### config.mk
export PLATFORM = sky130hd
export DESIGN_NAME = hms_up_down_stopwatch_unit
export DESIGN_NICKNAME = d
export VERILOG_FILES = /design/src/rtl/core/hms_pkg.sv /design/src/rtl/core/hms_up_down_stopwatch_unit.sv /design/src/rtl/core/hms_input_stage.sv /design/src/rtl/core/hms_time_core.sv /design/src/rtl/core/hms_output_stage.sv
export VERILOG_INCLUDE_DIRS = /design/src /design/src/rtl/core
export SDC_FILE = /design/constraint.sdc
export NUM_CORES = 1
export LEC_CHECK = 0
export ABC_AREA = 1
export BUFFER_PORTS_ARGS = -buffer_cell sky130_fd_sc_hd__buf_2
export CORE_MARGIN = 5
export CORE_UTILIZATION = 55
export DETAILED_ROUTE_END_ITERATION = 8
export GPL_TIMING_DRIVEN = 1
export PLACE_DENSITY = 0.76
export SLEW_MARGIN = 30
export SYNTH_ARGS = -nofsm -noshare
export SYNTH_HDL_FRONTEND = slang
export SYNTH_HIERARCHICAL = 1
export SYNTH_SLANG_ARGS = --single-unit
### constraint.sdc
create_clock -name clk -period 9.7 [get_ports clk]
set_input_delay 0.97 -clock clk [delete_from_list [all_inputs] [get_ports clk]]
set_output_delay 0.97 -clock clk [all_outputs]
set_load 0.01 [all_outputs]
### src/rtl/core/hms_up_down_stopwatch_unit_defines.svh
// Assertion helpers for the stopwatch block.
// Both expect clk and arst_n in scope.
`ifndef HMS_UP_DOWN_STOPWATCH_UNIT_DEFINES_SVH
`define HMS_UP_DOWN_STOPWATCH_UNIT_DEFINES_SVH

// Clocked check of one property, off while reset is asserted.
`define HMS_ASSERT_CLK(label, prop, msg) \
	label: assert property (@(posedge clk) disable iff (!arst_n) prop) else $error(msg);

// Same-cycle implication.
`define HMS_ASSERT_IMPL(label, ante, cons, msg) \
	`HMS_ASSERT_CLK(label, (ante) |-> (cons), msg)

`endif

### src/rtl/core/hms_pkg.sv
`timescale 1ns / 1ps

package hms_pkg;

	localparam int unsigned NumButtons = 7;

	// button positions in the button vector
	localparam int unsigned BTN_MODE     = 0;
	localparam int unsigned BTN_HOUR_UP  = 1;
	localparam int unsigned BTN_HOUR_DN  = 2;
	localparam int unsigned BTN_MIN_UP   = 3;
	localparam int unsigned BTN_MIN_DN   = 4;
	localparam int unsigned BTN_SEC_UP   = 5;
	localparam int unsigned BTN_SEC_DN   = 6;

	localparam logic [5:0] SEC_MAX  = 6'd59;
	localparam logic [6:0] HOUR_MAX = 7'd99;

	typedef struct packed {
		logic                  tick;
		logic                  reset_event;
		logic                  pause_event;
		logic                  resume_event;
		logic [NumButtons-1:0] buttons;
	} sample_t;

	typedef struct packed {
		logic [6:0] hours;
		logic [5:0] minutes;
		logic [5:0] seconds;
		logic       down;
		logic       paused;
		logic       buzzer;
	} status_t;

	// tens digit of a value 0..99: x*205 >> 11 is exact over that range
	function automatic logic [3:0] tens_of(input logic [6:0] v);
		logic [14:0] p;
		p = {8'd0, v} * 15'd205;
		return p[14:11];
	endfunction

	function automatic logic [3:0] ones_of(input logic [6:0] v);
		logic [6:0] t10;
		t10 = {3'd0, tens_of(v)} * 7'd10;
		return 4'(v - t10);
	endfunction

endpackage

### src/rtl/core/hms_up_down_stopwatch_unit.sv
`timescale 1ns / 1ps
// Up/down hours-minutes-seconds stopwatch with countdown buzzer.
// Input channel (in_valid / in_stall): one word per sample, carrying the
// one-second tick, reset/pause/resume pulses and seven button levels.
// Output channel (out_valid / out_stall): one word per sample with the six
// decimal time digits, the mode, the pause flag and the buzzer drive, all as
// they stand after that sample.
// Path: an accepted input word is held in the input register, then the state
// update and digit split write its result into the output register.
// Throughput: one word per cycle while the output does not stall, so a new
// sample may follow each clock.
// A stall on the output holds the output word and the sample in the input
// register; the input channel stalls only once that register is also full.
// Reset clears the time to 00:00:00, count-up mode, running, buzzer off and
// all buttons released; both channels come out of reset empty.
`include "hms_up_down_stopwatch_unit_defines.svh"

module hms_up_down_stopwatch_unit import hms_pkg::*; (
	input  logic       clk,
	input  logic       arst_n,
	input  logic       in_valid,
	output logic       in_stall,
	input  logic       tick,
	input  logic       reset_event,
	input  logic       pause_event,
	input  logic       resume_event,
	input  logic       mode_button,
	input  logic       hour_up_button,
	input  logic       hour_down_button,
	input  logic       minute_up_button,
	input  logic       minute_down_button,
	input  logic       second_up_button,
	input  logic       second_down_button,
	output logic       out_valid,
	input  logic       out_stall,
	output logic [3:0] hours_tens,
	output logic [3:0] hours_ones,
	output logic [2:0] minutes_tens,
	output logic [3:0] minutes_ones,
	output logic [2:0] seconds_tens,
	output logic [3:0] seconds_ones,
	output logic       counting_down,
	output logic       is_paused,
	output logic       buzzer_on
);

	sample_t sample_in;
	sample_t sample_s1;
	status_t next_status;
	logic    valid_s1;
	logic    take;
	logic    load;

	always_comb begin
		sample_in.tick         = tick;
		sample_in.reset_event  = reset_event;
		sample_in.pause_event  = pause_event;
		sample_in.resume_event = resume_event;
		sample_in.buttons      = '0;
		sample_in.buttons[BTN_MODE]    = mode_button;
		sample_in.buttons[BTN_HOUR_UP] = hour_up_button;
		sample_in.buttons[BTN_HOUR_DN] = hour_down_button;
		sample_in.buttons[BTN_MIN_UP]  = minute_up_button;
		sample_in.buttons[BTN_MIN_DN]  = minute_down_button;
		sample_in.buttons[BTN_SEC_UP]  = second_up_button;
		sample_in.buttons[BTN_SEC_DN]  = second_down_button;
	end

	// word in the input register moves on when the output register frees up
	assign take     = valid_s1 && !(out_valid && out_stall);
	assign in_stall = valid_s1 && !take;
	assign load     = in_valid && !in_stall;

	hms_input_stage u_input (
		.clk       (clk),
		.arst_n    (arst_n),
		.load      (load),
		.take      (take),
		.sample_in (sample_in),
		.valid_s1  (valid_s1),
		.sample_s1 (sample_s1)
	);

	hms_time_core u_core (
		.clk         (clk),
		.arst_n      (arst_n),
		.take        (take),
		.sample_s1   (sample_s1),
		.next_status (next_status)
	);

	hms_output_stage u_output (
		.clk           (clk),
		.arst_n        (arst_n),
		.take          (take),
		.out_stall     (out_stall),
		.next_status   (next_status),
		.out_valid     (out_valid),
		.hours_tens    (hours_tens),
		.hours_ones    (hours_ones),
		.minutes_tens  (minutes_tens),
		.minutes_ones  (minutes_ones),
		.seconds_tens  (seconds_tens),
		.seconds_ones  (seconds_ones),
		.counting_down (counting_down),
		.is_paused     (is_paused),
		.buzzer_on     (buzzer_on)
	);

	`HMS_ASSERT_IMPL(a_full_stalls_input, valid_s1 && out_valid && out_stall, in_stall, "input accepted while both stages full")
	`HMS_ASSERT_IMPL(a_buzzer_only_down, out_valid && buzzer_on, counting_down, "buzzer sounding in count-up mode")
	`HMS_ASSERT_IMPL(a_ms_digits, out_valid, minutes_tens <= 3'd5 && seconds_tens <= 3'd5 && minutes_ones <= 4'd9 && seconds_ones <= 4'd9, "minute or second digit out of range")
	`HMS_ASSERT_IMPL(a_hour_digits, out_valid, hours_tens <= 4'd9 && hours_ones <= 4'd9, "hour digit out of range")

endmodule

### src/rtl/core/hms_input_stage.sv
`timescale 1ns / 1ps

module hms_input_stage import hms_pkg::*; (
	input  logic    clk,
	input  logic    arst_n,
	input  logic    load,
	input  logic    take,
	input  sample_t sample_in,
	output logic    valid_s1,
	output sample_t sample_s1
);

	always_ff @(posedge clk or negedge arst_n) begin
		if (!arst_n) begin
			valid_s1 <= 1'b0;
		end else if (load) begin
			valid_s1 <= 1'b1;
		end else if (take) begin
			valid_s1 <= 1'b0;
		end
	end

	always_ff @(posedge clk) begin
		if (load) begin
			sample_s1 <= sample_in;
		end
	end

endmodule

### src/rtl/core/hms_time_core.sv
`timescale 1ns / 1ps

module hms_time_core import hms_pkg::*; (
	input  logic    clk,
	input  logic    arst_n,
	input  logic    take,
	input  sample_t sample_s1,
	output status_t next_status
);

	logic [6:0]            hours_q;
	logic [5:0]            minutes_q;
	logic [5:0]            seconds_q;
	logic                  down_q;
	logic                  paused_q;
	logic                  armed_q;
	logic                  drive_q;
	logic [NumButtons-1:0] prev_q;
	logic                  armed_nx;

	always_comb begin
		logic [NumButtons-1:0] press;
		logic [6:0] h;
		logic [5:0] m;
		logic [5:0] s;
		logic dn;
		logic pz;
		logic arm;
		logic drv;

		press = sample_s1.buttons & ~prev_q;
		h   = hours_q;
		m   = minutes_q;
		s   = seconds_q;
		dn  = down_q;
		pz  = paused_q;
		arm = armed_q;
		drv = drive_q;

		if (sample_s1.reset_event) begin
			h = '0;
			m = '0;
			s = '0;
		end
		if (sample_s1.pause_event) begin
			pz = 1'b1;
		end
		if (sample_s1.resume_event) begin
			pz = 1'b0;
		end

		if (sample_s1.tick && !pz) begin
			if (!dn) begin
				if (s == SEC_MAX) begin
					s = '0;
					if (m == SEC_MAX) begin
						m = '0;
						h = (h == HOUR_MAX) ? 7'd0 : h + 7'd1;
					end else begin
						m = m + 6'd1;
					end
				end else begin
					s = s + 6'd1;
				end
			end else begin
				priority if (s != '0) begin
					s = s - 6'd1;
				end else if (m != '0) begin
					m = m - 6'd1;
					s = SEC_MAX;
				end else if (h != '0) begin
					// hour borrow lands on 59:59
					h = h - 7'd1;
					m = SEC_MAX;
					s = SEC_MAX;
				end else begin
					// countdown at zero: time holds
					if (arm) begin
						drv = 1'b1;
					end
				end
			end
		end

		if (press[BTN_MODE]) begin
			if (!dn) begin
				dn = 1'b1;
				if (pz) begin
					arm = 1'b1;
				end
			end else begin
				dn  = 1'b0;
				drv = 1'b0;
				arm = 1'b0;
			end
		end

		if (press[BTN_HOUR_UP] && h < HOUR_MAX) h = h + 7'd1;
		if (press[BTN_HOUR_DN] && h != '0)      h = h - 7'd1;
		if (press[BTN_MIN_UP]  && m < SEC_MAX)  m = m + 6'd1;
		if (press[BTN_MIN_DN]  && m != '0)      m = m - 6'd1;
		if (press[BTN_SEC_UP]  && s < SEC_MAX)  s = s + 6'd1;
		if (press[BTN_SEC_DN]  && s != '0)      s = s - 6'd1;

		next_status.hours   = h;
		next_status.minutes = m;
		next_status.seconds = s;
		next_status.down    = dn;
		next_status.paused  = pz;
		next_status.buzzer  = drv;
		armed_nx            = arm;
	end

	always_ff @(posedge clk or negedge arst_n) begin
		if (!arst_n) begin
			hours_q   <= '0;
			minutes_q <= '0;
			seconds_q <= '0;
			down_q    <= 1'b0;
			paused_q  <= 1'b0;
			armed_q   <= 1'b0;
			drive_q   <= 1'b0;
			prev_q    <= '0;
		end else if (take) begin
			hours_q   <= next_status.hours;
			minutes_q <= next_status.minutes;
			seconds_q <= next_status.seconds;
			down_q    <= next_status.down;
			paused_q  <= next_status.paused;
			armed_q   <= armed_nx;
			drive_q   <= next_status.buzzer;
			prev_q    <= sample_s1.buttons;
		end
	end

endmodule

### src/rtl/core/hms_output_stage.sv
`timescale 1ns / 1ps

module hms_output_stage import hms_pkg::*; (
	input  logic       clk,
	input  logic       arst_n,
	input  logic       take,
	input  logic       out_stall,
	input  status_t    next_status,
	output logic       out_valid,
	output logic [3:0] hours_tens,
	output logic [3:0] hours_ones,
	output logic [2:0] minutes_tens,
	output logic [3:0] minutes_ones,
	output logic [2:0] seconds_tens,
	output logic [3:0] seconds_ones,
	output logic       counting_down,
	output logic       is_paused,
	output logic       buzzer_on
);

	logic       valid_q;
	logic [3:0] h_tens_q;
	logic [3:0] h_ones_q;
	logic [2:0] m_tens_q;
	logic [3:0] m_ones_q;
	logic [2:0] s_tens_q;
	logic [3:0] s_ones_q;
	logic       down_q;
	logic       paused_q;
	logic       buzzer_q;
	logic [3:0] m_tens_w;
	logic [3:0] s_tens_w;

	assign m_tens_w = tens_of({1'b0, next_status.minutes});
	assign s_tens_w = tens_of({1'b0, next_status.seconds});

	always_ff @(posedge clk or negedge arst_n) begin
		if (!arst_n) begin
			valid_q <= 1'b0;
		end else if (take) begin
			valid_q <= 1'b1;
		end else if (!out_stall) begin
			valid_q <= 1'b0;
		end
	end

	always_ff @(posedge clk) begin
		if (take) begin
			h_tens_q <= tens_of(next_status.hours);
			h_ones_q <= ones_of(next_status.hours);
			m_tens_q <= m_tens_w[2:0];
			m_ones_q <= ones_of({1'b0, next_status.minutes});
			s_tens_q <= s_tens_w[2:0];
			s_ones_q <= ones_of({1'b0, next_status.seconds});
			down_q   <= next_status.down;
			paused_q <= next_status.paused;
			buzzer_q <= next_status.buzzer;
		end
	end

	assign out_valid     = valid_q;
	assign hours_tens    = h_tens_q;
	assign hours_ones    = h_ones_q;
	assign minutes_tens  = m_tens_q;
	assign minutes_ones  = m_ones_q;
	assign seconds_tens  = s_tens_q;
	assign seconds_ones  = s_ones_q;
	assign counting_down = down_q;
	assign is_paused     = paused_q;
	assign buzzer_on     = buzzer_q;

endmodule
==> impl_summary.md <==
Status
The run finished with clean final reports.

Clock tree
For this design, the sink count on the clock tree is 68. Buffers added to address setup during post-CTS repair amount to 0. CTS built an H-tree with a depth of 3. After clock tree synthesis, the clock-pin slew on the worst setup and hold paths is approximately 60 ps.

The total of cells resized after clock tree synthesis is 0. TritonCTS built the clock tree. The insertion delay to the later sink of the worst-skew pair is 340 ps. The number of CTS-inserted buffers is 9. In this run the deepest clock path goes through 2 buffers.

The root buffer selected by CTS is clkbuf_16. The cts-stage hold buffer count is 0.

GRT
The number of antenna violations at the first check in global routing is 0. Entering global routing, the biggest net connects between 50 and 60 pins. The global router's overall resource usage is 0.2303. The total congestion overflow is 0. The number of global-route vias before repair is a little under 7000. The first global-routing pass estimated ~32000 um of wire.

Timing
Setup repair after global routing left no endpoint under its margin. Dividing the final minimum period by the clock period gives 0.8207. The slew at the pin closest to its max-slew limit is 783.5 ps.

Setup violations remaining at the end of the flow were counted as 0. Adding up every negative setup slack in the final design gives 0 ps. The number of max-slew violations in the final report came to 0.

The setup skew after layout is 7.005 ps. The shortest period the worst path allows is 7960 ps. In this run the tightest slew margin relative to its limit is 0.4771. The number of hold violations in the final report is 0. The fmax is around 0.13 GHz.

Placed design
The count of input and output buffers is about 40. The post-place instance area is about 8300 um2. Summed over all nets, the half-perimeter wirelength after detailed placement is 14290 um. The final RePlAce weighted congestion is roughly 0.93.

Worst setup path
Among all stages on the critical path, the largest delay is contributed by edfxtp_1. The launch point of the critical path is u_input/sample_s1[9]$_DFFE_PP_. The category of the worst setup path capture point is a register.

The endpoint arrival time on the critical path is slightly above 8000 ps. The worst stage delay on the critical path is roughly 460 ps. Measured in cells, the most critical reg-to-reg path has a length of 47.

STA classifies the critical path startpoint as a register. Following the worst setup path forward leads to its endpoint at u_output/hours_ones[3]$_DFFE_PP_. STA puts the critical path data required time at just under 10000 ps. The reg-to-reg startpoint is u_input/sample_s1[9]$_DFFE_PP_.

The maximum fanout along the worst path is 27. The endpoint of the worst register-to-register path is u_output/hours_ones[3]$_DFFE_PP_. The worst register-to-register path has a setup slack of 1740 ps. The worst setup path is of the reg -> reg kind. In this design, the critical path's most frequently occurring cell is nand2_1.

Drt
The post-route DRC violation count is 0. The final antenna-violating net count is 0. The number of iterations in the first detailed-routing pass is 6. The routed design has between 15000 and 20000 um of wire. In the routed layout, each cell is associated on average with a via count of roughly 5.3. In the final routed layout, each cell accounts on average for between 10 and 15 um.

The number of DRC violations after detailed-routing iteration 0 is ~430. The total via count after detailed routing is about 7200.

Final layout
The library cell used most frequently in the layout, excluding fill and tap cells, is nand2_1. The final instance area is 8621 um2. The layout overhead on the synthesized area is 9.278%. Of the cells placed in the final design, the portion with a size suffix greater than 1 is 0.1338. For this run, the post-layout net count is 1305.

The repair_antennas step left the layout with diodes totalling 0. In the layout the commonest cells are 354 x nand2_1, 167 x inv_1, 99 x ha_1. After filler insertion, the fill cell instance count of the layout stands at ~1300.

Synthesis
The average cell area after synthesis is 7.000 um2. The share of synthesized area occupied by flip-flops and latches is 0.2385. Synthesis inferred 68 register bits. In this run, distinct cell masters in the synthesized netlist total between 40 and 50. The count of mapped cells out of synthesis is approximately 1100. The post-synth net total is between 1000 and 1500.

The area of the mapped netlist is between 7000 and 8000 um2. The number of warnings printed during yosys synthesis is 6.

Floorplanning
The die boundary height is 129.8 um. Measured along the x axis, the die boundary spans roughly 130 um. In this run the core area contains 43 standard-cell rows.

The area inside the core boundary is between 10000 and 15000 um2. The boundary pin count is between 40 and 50. The die covers 16840 um2. The effective utilization at floorplan is 0.5640.

Hold path
The classification of the worst-slack hold path is reg -> reg.

Run
Across the run, the number of max-cap violations was 0.
==> sequential cells by signal (all words and copies together), names as in the netlist <==
register                cells
u_input/sample_s1          11
u_core/hours_q              7
u_core/prev_q               7
u_core/minutes_q            6
u_core/seconds_q            6
u_output/hours_ones         4
u_output/hours_tens         4
u_output/minutes_ones       4
u_output/seconds_ones       4
u_output/minutes_tens       3
u_output/seconds_tens       3
u_core/armed_q              1
u_core/down_q               1
u_core/drive_q              1
u_core/paused_q             1
u_input/valid_s1            1
u_output/buzzer_on          1
u_output/counting_down      1
u_output/is_paused          1
u_output/out_valid          1
==> per-stage QoR <==
step / util / setup slack (ps) / hold WS [ps] / instances
finish: 0.6163 / 1740 / 487.8 / 1353
global route: 0.6163 / 1077 / 507.6 / 1353
CTS: 0.6163 / 1751 / 487.6 / 1353
detailed placement: 0.5926 / 1793 / 474.0 / 1337
global placement: 0.5926 / 1892 / 463.8 / 1337
floorplan: - / 2653 / 449.5 / 1127
==> critical path, delay by kind of cell, from the launching register on <==
kind,cells,cell delay (ps)
AOI/OAI and AO/OA,2,410
xor gates and xnor gates,1,200
adders and majority gates,9,2630
buffers and inverters,7,760
DFF,1,460
and+or+nand+nor,28,3230
==> cell type report <==
type,instances,area [um2],share of cell area
clock buffers,12,279.0,0.03237
clock inverters,4,52.55,0.006096
inverters,181,681.9,0.07910
multi-input cells,864,5273,0.6116
flip-flops and latches,68,1882,0.2183
well taps,180,225.2,0.02612
repair buffers,44,227.7,0.02642
==> kinds of logic after synthesis <==
| kind of cell | count (synthesis) | synth area share |
|---|---|---|
| AO/OA/AOI/OAI | 95 | 0.07312 |
| AND/OR/NAND/NOR | 623 | 0.3499 |
| XOR/XNOR | 24 | 0.02855 |
| flip-flops | 68 | 0.2385 |
| adder cells (fa/ha/maj) | 122 | 0.2154 |
| buffers and inverters | 195 | 0.09453 |
==> worst min-delay path by stage <==
stage | from | endpoint | slack, ps | depth (start not counted)
6_report | u_core/prev_q[2]$_DFFE_PN0P_ | u_core/prev_q[2]$_DFFE_PN0P_ | 490 | 2
5_1_grt | u_input/sample_s1[1]$_DFFE_PP_ | u_core/prev_q[1]$_DFFE_PN0P_ | 510 | 2
4_1_cts | u_core/prev_q[2]$_DFFE_PN0P_ | u_core/prev_q[2]$_DFFE_PN0P_ | 490 | 2
3_5_place_dp | u_core/prev_q[2]$_DFFE_PN0P_ | u_core/prev_q[2]$_DFFE_PN0P_ | 470 | 2
3_3_place_gp | u_input/sample_s1[1]$_DFFE_PP_ | u_core/prev_q[1]$_DFFE_PN0P_ | 460 | 2
2_1_floorplan | u_core/minutes_q[0]$_DFFE_PN0P_ | u_core/minutes_q[0]$_DFFE_PN0P_ | 450 | 2
==> synthesized netlist by cell type, drive strengths merged <==
library cell,n,area share
inv,180,0.086
nand2,387,0.20
xor2,14,0.017
dfrtp,32,0.10
nand3,95,0.065
clkinv,1,0.00048
clkbuf,8,0.0038
nor2,101,0.056
nand3b,7,0.0067
a21boi,3,0.0038
nand4,23,0.018
fa,23,0.058
nor3,1,0.00063
edfxtp,36,0.14
o211ai,5,0.0048
o21a,1,0.00095
and2,3,0.0024
o21ai,54,0.038
xnor2,10,0.011
o21bai,1,0.00095
a21o,3,0.0029
ha,99,0.16
buf,6,0.0043
a31oi,1,0.00079
or2,6,0.0048
a21oi,27,0.021
==> layer usage <==
layer	part of all wire	global-route usage	wire length, um
met5	0	0	0
met4	0.021	0.07335	386
met2	0.44	0.3621	8163
met1	0.48	0.3266	8749
met3	0.057	0.03725	1047
Power is left out: the tool's default activity adds up to more than one toggle a clock period on the data nets, which glitch-free logic cannot reach.
